<file path="config.mk">
export PLATFORM = sky130hd
export DESIGN_NAME = noc_packet_to_flit_injector_top
export DESIGN_NICKNAME = d
export VERILOG_FILES = /design/src/rtl/nfi_pkg.sv /design/src/rtl/nfi_ram.sv /design/src/rtl/noc_packet_to_flit_injector_top.sv
export SDC_FILE = /design/constraint.sdc
export NUM_CORES = 1
export LEC_CHECK = 0
export ABC_AREA = 1
export BUFFER_PORTS_ARGS = -buffer_cell sky130_fd_sc_hd__buf_2
export CORE_ASPECT_RATIO = 1.1
export CORE_MARGIN = 4
export CORE_UTILIZATION = 45
export DETAILED_ROUTE_END_ITERATION = 10
export PLACE_DENSITY = 0.65
export SLEW_MARGIN = 25
export SYNTH_ARGS = -nofsm -noshare
export SYNTH_HDL_FRONTEND = slang
export SYNTH_SLANG_ARGS = --single-unit
</file>
<file path="constraint.sdc">
create_clock -name clock -period 11.55 [get_ports clock]
set_input_delay 0.5775 -clock clock [delete_from_list [all_inputs] [get_ports clock]]
set_output_delay 0.5775 -clock clock [all_outputs]
set_load 0.02 [all_outputs]
</file>
<file path="src/rtl/nfi_pkg.sv">
// Shared types, constants and helpers of the packet-to-flit injector.
package nfi_pkg;

   // Queue geometry.
   localparam int QUEUE_DEPTH = 16;
   localparam int PTR_W = (QUEUE_DEPTH > 1) ? $clog2(QUEUE_DEPTH) : 1;
   localparam int FILL_W = $clog2(QUEUE_DEPTH + 1);

   // Field widths of the request and response beats.
   localparam int NODE_W = 6;
   localparam int CHANNEL_W = 3;
   localparam int STAMP_W = 32;
   localparam int LENGTH_W = 7;
   localparam int INDEX_W = 6;
   localparam int KIND_W = 2;

   // Longest packet, in flits; longer offers are clipped to it.
   localparam int MAX_PACKET_FLITS = 64;

   // Flit type codes.
   typedef enum logic [KIND_W-1:0] {
      KIND_HEAD = 2'd0,
      KIND_BODY = 2'd1,
      KIND_TAIL = 2'd2
   } kind_type;

   // One queued packet header as it sits in the packet store.
   typedef struct packed {
      logic [NODE_W-1:0]    source;
      logic [NODE_W-1:0]    destination;
      logic [CHANNEL_W-1:0] channel;
      logic [STAMP_W-1:0]   stamp;
      logic [LENGTH_W-1:0]  length;
   } packet_type;

   localparam int ENTRY_W = $bits(packet_type);

   // Circular queue pointer advance.
   function automatic logic [PTR_W-1:0] next_slot(input logic [PTR_W-1:0] ptr);
      logic [PTR_W-1:0] result;
      if (ptr == PTR_W'(QUEUE_DEPTH - 1)) begin
         result = '0;
      end else begin
         result = ptr + PTR_W'(1);
      end
      return result;
   endfunction

endpackage

</file>
<file path="src/rtl/nfi_ram.sv">
// Generic single-write, single-read RAM with a registered read port.
module nfi_ram #(
   parameter int WIDTH = 8,
   parameter int DEPTH = 16,
   localparam int ADDR_W = (DEPTH > 1) ? $clog2(DEPTH) : 1
) (
   input  logic              clock,
   input  logic              wr_en,
   input  logic [ADDR_W-1:0] wr_addr,
   input  logic [WIDTH-1:0]  wr_data,
   input  logic              rd_en,
   input  logic [ADDR_W-1:0] rd_addr,
   output logic [WIDTH-1:0]  rd_data
);

   logic [WIDTH-1:0] mem_ff [DEPTH];
   logic [WIDTH-1:0] rd_data_ff;

   // Write port.
   always_ff @(posedge clock) begin
      if (wr_en) begin
         mem_ff[wr_addr] <= wr_data;
      end
   end

   // Read port; the data holds until the next read.
   always_ff @(posedge clock) begin
      if (rd_en) begin
         rd_data_ff <= mem_ff[rd_addr];
      end
   end

   assign rd_data = rd_data_ff;

endmodule

</file>
<file path="src/rtl/noc_packet_to_flit_injector_top.sv">
// Top level of the packet-to-flit injector: packet queue and flit sequencer.
//
// Each request beat is one network tick: it may offer a packet header and it
// carries the downstream acknowledge level. The header is appended to a
// 16-entry packet queue (dropped and flagged when the queue is full), and when
// the acknowledge level matches the request level the next flit of the head
// packet is sent and the request level toggles. Every request beat yields
// exactly one response beat. A tick passes the states in order: the beat is
// accepted in ST_IDLE, the store is written at the tail and read at the head
// in ST_READ, and the flit is formed from the registered read data in ST_EMIT
// once the output register is free; the registered read port sets this order.
// A finished response waits in an output register, so the next request beat
// is taken while it is still pending. No clearing pass is needed after reset.
module noc_packet_to_flit_injector_top (
   input  logic                             clock,
   input  logic                             reset,
   input  logic                             req_valid,
   output logic                             req_ready,
   input  logic                             req_offer_valid,
   input  logic [nfi_pkg::NODE_W-1:0]       req_offer_source,
   input  logic [nfi_pkg::NODE_W-1:0]       req_offer_destination,
   input  logic [nfi_pkg::CHANNEL_W-1:0]    req_offer_channel,
   input  logic [nfi_pkg::STAMP_W-1:0]      req_offer_stamp,
   input  logic [nfi_pkg::LENGTH_W-1:0]     req_offer_length,
   input  logic                             req_ack_level,
   output logic                             rsp_valid,
   input  logic                             rsp_ready,
   output logic                             rsp_flit_valid,
   output logic [nfi_pkg::NODE_W-1:0]       rsp_flit_source,
   output logic [nfi_pkg::NODE_W-1:0]       rsp_flit_destination,
   output logic [nfi_pkg::CHANNEL_W-1:0]    rsp_flit_channel,
   output logic [nfi_pkg::STAMP_W-1:0]      rsp_flit_stamp,
   output logic [nfi_pkg::INDEX_W-1:0]      rsp_flit_index,
   output logic [nfi_pkg::LENGTH_W-1:0]     rsp_flit_count,
   output logic [nfi_pkg::KIND_W-1:0]       rsp_flit_kind,
   output logic                             rsp_request_level,
   output logic                             rsp_offer_dropped,
   output logic [nfi_pkg::FILL_W-1:0]       rsp_queue_fill
);

   import nfi_pkg::*;

   typedef enum logic [2:0] {
      ST_IDLE = 3'b001,
      ST_READ = 3'b010,
      ST_EMIT = 3'b100
   } state_type;

   // Sequencer and queue control state.
   state_type           state_ff, state_in;
   logic [PTR_W-1:0]    head_ff, head_in;
   logic [PTR_W-1:0]    tail_ff, tail_in;
   logic [FILL_W-1:0]   fill_ff, fill_in;
   logic [LENGTH_W-1:0] remaining_ff, remaining_in;
   logic                level_ff, level_in;

   // Captured request beat.
   logic                offer_valid_ff;
   logic                ack_ff;
   packet_type          packet_ff, packet_in;

   // Per-tick intermediate results.
   logic                dropped_ff, dropped_in;
   logic                fwd_ff, fwd_in;

   // Response register.
   logic                rsp_valid_ff, rsp_valid_in;
   logic                flit_valid_ff, flit_valid_in;
   packet_type          flit_packet_ff, flit_packet_in;
   logic [INDEX_W-1:0]  flit_index_ff, flit_index_in;
   kind_type            flit_kind_ff, flit_kind_in;
   logic                out_level_ff;
   logic                out_dropped_ff;
   logic [FILL_W-1:0]   out_fill_ff;

   // Packet store ports.
   logic                ram_wr_en;
   logic                ram_rd_en;
   logic [ENTRY_W-1:0]  ram_rd_data;

   // Evaluation signals.
   logic                accept;
   logic                push;
   logic                fire;
   logic                out_free;
   packet_type          head_entry;
   logic [LENGTH_W-1:0] rem_start;
   logic [LENGTH_W-1:0] rem_left;
   logic [LENGTH_W-1:0] index_full;

   assign req_ready = (state_ff == ST_IDLE);
   assign accept = req_valid && req_ready;
   assign out_free = !rsp_valid_ff || rsp_ready;

   // Header normalization: zero length becomes one, long packets are clipped.
   always_comb begin
      packet_in.source = req_offer_source;
      packet_in.destination = req_offer_destination;
      packet_in.channel = req_offer_channel;
      packet_in.stamp = req_offer_stamp;
      if (req_offer_length == '0) begin
         packet_in.length = LENGTH_W'(1);
      end else if (req_offer_length > LENGTH_W'(MAX_PACKET_FLITS)) begin
         packet_in.length = LENGTH_W'(MAX_PACKET_FLITS);
      end else begin
         packet_in.length = req_offer_length;
      end
   end

   // Packet store.
   nfi_ram #(
      .WIDTH (ENTRY_W),
      .DEPTH (QUEUE_DEPTH)
   ) u_store (
      .clock   (clock),
      .wr_en   (ram_wr_en),
      .wr_addr (tail_ff),
      .wr_data (packet_ff),
      .rd_en   (ram_rd_en),
      .rd_addr (head_ff),
      .rd_data (ram_rd_data)
   );

   // Head packet, forwarded when it was written into an empty queue this tick.
   assign head_entry = fwd_ff ? packet_ff : packet_type'(ram_rd_data);

   assign push = offer_valid_ff && (fill_ff < FILL_W'(QUEUE_DEPTH));
   assign fire = (ack_ff == level_ff) && (fill_ff != '0);

   // Flit position within the head packet.
   always_comb begin
      if ((remaining_ff == '0) || (remaining_ff > head_entry.length)) begin
         rem_start = head_entry.length;
      end else begin
         rem_start = remaining_ff;
      end
      rem_left = rem_start - LENGTH_W'(1);
      index_full = head_entry.length - rem_start;
   end

   // Sequencer next state.
   always_comb begin
      state_in = state_ff;
      head_in = head_ff;
      tail_in = tail_ff;
      fill_in = fill_ff;
      remaining_in = remaining_ff;
      level_in = level_ff;
      dropped_in = dropped_ff;
      fwd_in = fwd_ff;
      rsp_valid_in = rsp_valid_ff && !rsp_ready;
      flit_valid_in = 1'b0;
      flit_packet_in = '0;
      flit_index_in = '0;
      flit_kind_in = KIND_HEAD;
      ram_wr_en = 1'b0;
      ram_rd_en = 1'b0;
      unique case (state_ff)
         ST_IDLE: begin
            if (accept) begin
               state_in = ST_READ;
            end
         end
         ST_READ: begin
            // Push happens before the pop of the same tick.
            ram_wr_en = push;
            ram_rd_en = 1'b1;
            fill_in = fill_ff + FILL_W'(push);
            tail_in = push ? next_slot(tail_ff) : tail_ff;
            dropped_in = offer_valid_ff && !push;
            fwd_in = push && (fill_ff == '0);
            state_in = ST_EMIT;
         end
         ST_EMIT: begin
            if (out_free) begin
               rsp_valid_in = 1'b1;
               state_in = ST_IDLE;
               if (fire) begin
                  flit_valid_in = 1'b1;
                  flit_packet_in = head_entry;
                  flit_index_in = index_full[INDEX_W-1:0];
                  if (rem_start == head_entry.length) begin
                     flit_kind_in = KIND_HEAD;
                  end else if (rem_start == LENGTH_W'(1)) begin
                     flit_kind_in = KIND_TAIL;
                  end else begin
                     flit_kind_in = KIND_BODY;
                  end
                  remaining_in = rem_left;
                  level_in = !level_ff;
                  if (rem_left == '0) begin
                     head_in = next_slot(head_ff);
                     fill_in = fill_ff - FILL_W'(1);
                  end
               end
            end
         end
         default: begin
            state_in = ST_IDLE;
         end
      endcase
   end

   // Control registers.
   always_ff @(posedge clock) begin
      if (reset) begin
         state_ff <= ST_IDLE;
         head_ff <= '0;
         tail_ff <= '0;
         fill_ff <= '0;
         remaining_ff <= '0;
         level_ff <= 1'b0;
         rsp_valid_ff <= 1'b0;
      end else begin
         state_ff <= state_in;
         head_ff <= head_in;
         tail_ff <= tail_in;
         fill_ff <= fill_in;
         remaining_ff <= remaining_in;
         level_ff <= level_in;
         rsp_valid_ff <= rsp_valid_in;
      end
   end

   // Payload registers: captured beat, tick flags and response fields.
   always_ff @(posedge clock) begin
      if (accept) begin
         offer_valid_ff <= req_offer_valid;
         ack_ff <= req_ack_level;
         packet_ff <= packet_in;
      end
      dropped_ff <= dropped_in;
      fwd_ff <= fwd_in;
      if ((state_ff == ST_EMIT) && out_free) begin
         flit_valid_ff <= flit_valid_in;
         flit_packet_ff <= flit_packet_in;
         flit_index_ff <= flit_index_in;
         flit_kind_ff <= flit_kind_in;
         out_level_ff <= level_in;
         out_dropped_ff <= dropped_ff;
         out_fill_ff <= fill_in;
      end
   end

   // Response beat.
   assign rsp_valid = rsp_valid_ff;
   assign rsp_flit_valid = flit_valid_ff;
   assign rsp_flit_source = flit_packet_ff.source;
   assign rsp_flit_destination = flit_packet_ff.destination;
   assign rsp_flit_channel = flit_packet_ff.channel;
   assign rsp_flit_stamp = flit_packet_ff.stamp;
   assign rsp_flit_index = flit_index_ff;
   assign rsp_flit_count = flit_packet_ff.length;
   assign rsp_flit_kind = flit_kind_ff;
   assign rsp_request_level = out_level_ff;
   assign rsp_offer_dropped = out_dropped_ff;
   assign rsp_queue_fill = out_fill_ff;

   // The queue never holds more packets than it has entries.
   a_fill_bound: assert property (@(posedge clock) disable iff (reset)
      fill_ff <= FILL_W'(QUEUE_DEPTH))
      else $error("packet queue fill exceeds its depth");

   // An empty queue has its pointers together.
   a_empty_ptrs: assert property (@(posedge clock) disable iff (reset)
      (fill_ff == '0) |-> (head_ff == tail_ff))
      else $error("empty queue with head and tail apart");

   // A sent flit lies inside its packet.
   a_flit_index: assert property (@(posedge clock) disable iff (reset)
      (rsp_valid && rsp_flit_valid) |->
         (LENGTH_W'(rsp_flit_index) < rsp_flit_count))
      else $error("flit index beyond packet length");

   // A flit is counted against a started packet that never outgrows the limit.
   a_remaining: assert property (@(posedge clock) disable iff (reset)
      remaining_ff < LENGTH_W'(MAX_PACKET_FLITS))
      else $error("flits remaining out of range");

endmodule
</file>
==> results.md <==
- The number of antenna cells inserted is 0.
- In the global route stage, overall resource usage came out at 0.194.
- The final worst-path cycle share is 0.373.
- The number of synthesized register bits is 1071.
- The final weighted congestion of routability-driven global placement is 0.840.
- The most common library cell in the layout ignoring fill and taps is edfxtp_1.
- In the final routed layout, each cell accounts on average for between 20 and 25 um.
- The number of gates given a new drive strength after cts is 0.
- The synthesized area divided by synthesized cell count is 14.1 um^2.
- The placed wire-length estimate after detailed placement is 48100 um.
- In this run the worst hold path is classified as in2reg.
- The initial DRC count is about 2600.
- Of the cells placed in the final design, the portion with a size suffix greater than 1 is 0.131.
- The top cell types in the final layout, fill and taps aside, are edfxtp_1, nor2_1, nand2_1, o21ai_0, buf_2.
- The pin count of the biggest net entering global routing is 192.
- The run finished with clean final reports.
- Buffers inserted to repair hold after CTS numbered 0.
- The post-synthesis sequential area ratio is 0.761.
- The die covers 98100 um^2.
- The initial antenna violation count is 2.
- The total length of routed wires is 97200 um.
- The first-pass iteration count of the detailed router is 5.
- Data arrives at the worst endpoint at approximately 4.7 ns.
- In this run the worst setup path begins at fwd_ff$_DFFE_PP_.
- The maximum net fanout on the critical path is between 50 and 60.
- After the last flow step, the layout net total stands at 3154.
- Setup violations remaining at the end of the flow were counted as 0.
- Pin placement for this block handled 132 I/O pins.
- The cell area that synthesis handed to floorplanning was 41900 um^2.
- The CTS tree is yes.
- The area of the core is 92500 um^2.
- Buffers added to address setup during post-CTS repair amount to 0.
- The worst reg2reg path startpoint is fwd_ff$_DFFE_PP_.
- The maximum clock rate is 232 MHz.
- The total grt overflow is 0.
- In this run the remaining antenna-violating nets after routing total 0.
- The worst setup path is captured at a register.
- The maximum buffer depth of the clock tree is 3.
- The worst pin sits at a relative slew slack of 0.258.
- The clock net in this run drives a total of 1071 sinks.
- For the pin with the worst max-slew slack, the measured transition is 1.11 ns.
- The number of buffers created by CTS is 105.
- In the routed layout, each cell is associated on average with a via count of ~5.6.
- The count of mapped cells out of synthesis is 2976.
- For this run, the number of standard cells in the final layout without fillers is 4411.
- Summing over every cut layer, the via total after detailed routing is about 25000.
- Synthesis produced a netlist with a net count of around 3100.
- Once placement completed, the tool counted placed cells totaling ~4200.
- The final max-slew violation count is 0.
- Setup repair after global routing left no endpoint under its margin.
- The later pin in the worst-skew pair is clocked with a latency of 0.68 ns.
- From left edge to right edge, the die measures 299 um.
- Dividing total power by cell area gives a power density of ~170 nW/um^2.
- The filler cells instantiated in the layout total 7724.
- The global-route wire length before repair is 146000 um.
- The clock tree synthesis step divided the H-tree into 3 levels.
- VDD sags by at most 0.130 mV.
- The worst-case clock skew is about 0.028 ns.
- The number of synthesis warnings is 0.
- The clock-pin slew reported for the worst setup and hold paths after clock tree synthesis is 0.06 ns.
- The remaining routing DRC violations is 0.
- Adding up every negative setup slack in the final design gives 0 ns.
- The critical path in this run is classified as reg2reg.
- The reported max-cap violation count is 0.
- The analysis attributes to cell leakage a power of 0.0154 uW.
- The final number of hold-violating endpoints is 0.
- The initialized floorplan defines 117 standard-cell rows.
- Measured on the finished design, the core utilization comes to 0.513.
- The floorplan step set the die height to around 330 um.
- The reg2reg setup slack is ~7.2 ns.
- The start point of the worst hold path is req_offer_stamp[0].
- Compared with the post-synthesis result, the final layout area differs by 13.3%.
- After layout, the minimum clock period comes to 4.31 ns.
- Port buffering added between 100 and 150 buffers.
- The distinct cell type count after synthesis is 43.
- Clock tree synthesis selected as its root buffer the cell clkbuf_16.
- The minimum hold slack is 0.0744 ns.
- For this configuration, the core starts out at a cell density of 0.453.
- The number of global-route vias before repair is 23900.
- The worst setup path is launched from a register.
- Data on the critical path is required at its endpoint by ~12 ns.
-- Yosys cell counts --
| cell | instances | area (um^2) |
|---|---|---|
| a21oi_1 | 70 | 350 |
| a21oi_2 | 1 | 8.76 |
| a22oi_1 | 1 | 7.51 |
| buf_1 | 23 | 86.3 |
| buf_12 | 1 | 20.0 |
| buf_2 | 13 | 65.1 |
| buf_4 | 1 | 7.51 |
| clkbuf_1 | 147 | 552 |
| clkinv_1 | 1 | 3.75 |
| dfxtp_1 | 25 | 500 |
| edfxtp_1 | 1046 | 31400 |
| fa_1 | 1 | 20.0 |
| ha_1 | 20 | 250 |
| inv_1 | 62 | 233 |
| inv_2 | 11 | 41.3 |
| mux2i_1 | 92 | 921 |
| nand2_1 | 264 | 991 |
| nand2_2 | 13 | 81.3 |
| nand2_4 | 7 | 78.8 |
| nand3_1 | 121 | 606 |
| nand3_2 | 4 | 40.0 |
| nand4_1 | 10 | 62.6 |
| nand4_2 | 2 | 25.0 |
| nor2_1 | 520 | 1950 |
| nor2_2 | 3 | 18.8 |
| nor2_4 | 4 | 45.0 |
| nor2_8 | 2 | 40.0 |
| nor3_1 | 7 | 35.0 |
| nor3_2 | 1 | 10.0 |
| nor4_1 | 2 | 12.5 |
| o211ai_1 | 18 | 135 |
| o21a_1 | 1 | 7.51 |
| o21ai_0 | 233 | 1170 |
| o21ai_1 | 7 | 35.0 |
| o21ai_2 | 8 | 70.1 |
| o21bai_2 | 1 | 11.3 |
| o221ai_1 | 92 | 806 |
| o32ai_1 | 124 | 1090 |
| o41ai_1 | 1 | 8.76 |
| or2_1 | 7 | 43.8 |
| or2_2 | 2 | 12.5 |
| xnor2_1 | 2 | 17.5 |
| xor2_1 | 5 | 43.8 |
-- where the power goes --
part	leakage (uW)	internal, uW	switching [uW]
Combinational	0.00406	28.0	60.5
Sequential	0.00967	4310	69.8
Clock	0.00167	1950	1430
-- critical path, cell delays in order (launching register included) --
cell      delay, ns
edfxtp_1       0.32
buf_4          0.68
inv_2          0.23
or2_1          0.29
o21ai_2        0.13
ha_1           0.31
nand2_2        0.10
inv_1          0.05
a21oi_2        0.12
nand2_1        0.09
nand2_4        0.12
nand2_4        0.13
nand2_2        0.09
nand2_2        0.10
ha_1           0.25
nand3_2        0.12
nand2_1        0.08
nor2_1         0.13
nand3_2        0.13
nor2_8         0.19
nand3_2        0.12
o21ai_1        0.18
nand2_1        0.08
-- final cells by class --
| class | count | area (um^2) | area share |
|---|---|---|---|
| Timing Repair Buffer | 175 | 1150 | 0.0243 |
| Sequential cell | 1071 | 31900 | 0.672 |
| Inverter | 74 | 289 | 0.00609 |
| Clock buffer | 129 | 2760 | 0.0581 |
| Multi-Input combinational cell | 1646 | 9150 | 0.193 |
| Clock inverter | 67 | 643 | 0.0135 |
| Tap cell | 1249 | 1560 | 0.0329 |
-- flip-flops by register name, indices dropped and copies added, names as in the netlist, 6 cells and up --
signal and cells:
rsp_flit_stamp 32, rsp_flit_source 6, remaining_ff 7, u_store.mem_ff 864, packet_ff 54, rsp_flit_index 6
u_store.rd_data 54, rsp_flit_count 7, rsp_flit_destination 6
-- logic make-up after synthesis --
family          synth area share
flops                      0.761
simple gates              0.0967
compound gates            0.0881
buf+inv                   0.0241
mux                       0.0220
fa+ha+maj                0.00645
xor+xnor                 0.00146
-- metal layers --
layer  wire length [um]  global-route usage  vias up
li1                   -                   -    11400
met1              42200               0.273    12400
met2              46700               0.319      841
met3               6310              0.0286      135
met4               1910              0.0560        2
met5                 13                   0        -
-- per-stage QoR --
step	setup slack (ns)	cell area (um^2)	power, uW
after floorplan	3.15	41900	4490
after CTS	7.23	47400	7920
final	7.24	47500	7850
after global routing	6.83	47500	8100
after detailed placement	7.26	44000	4550
after global placement	7.39	43900	4550
-- path summary, 6_finish.rpt --
check	cells after the start	end
setup / recovery	22	rsp_queue_fill[4]$_DFFE_PP_
hold / removal	1	packet_ff[7]$_DFFE_PP_
setup reg to reg	22	rsp_queue_fill[4]$_DFFE_PP_
hold reg to reg	0	rsp_offer_dropped$_DFFE_PP_
(Power assumes the default switching activity.)
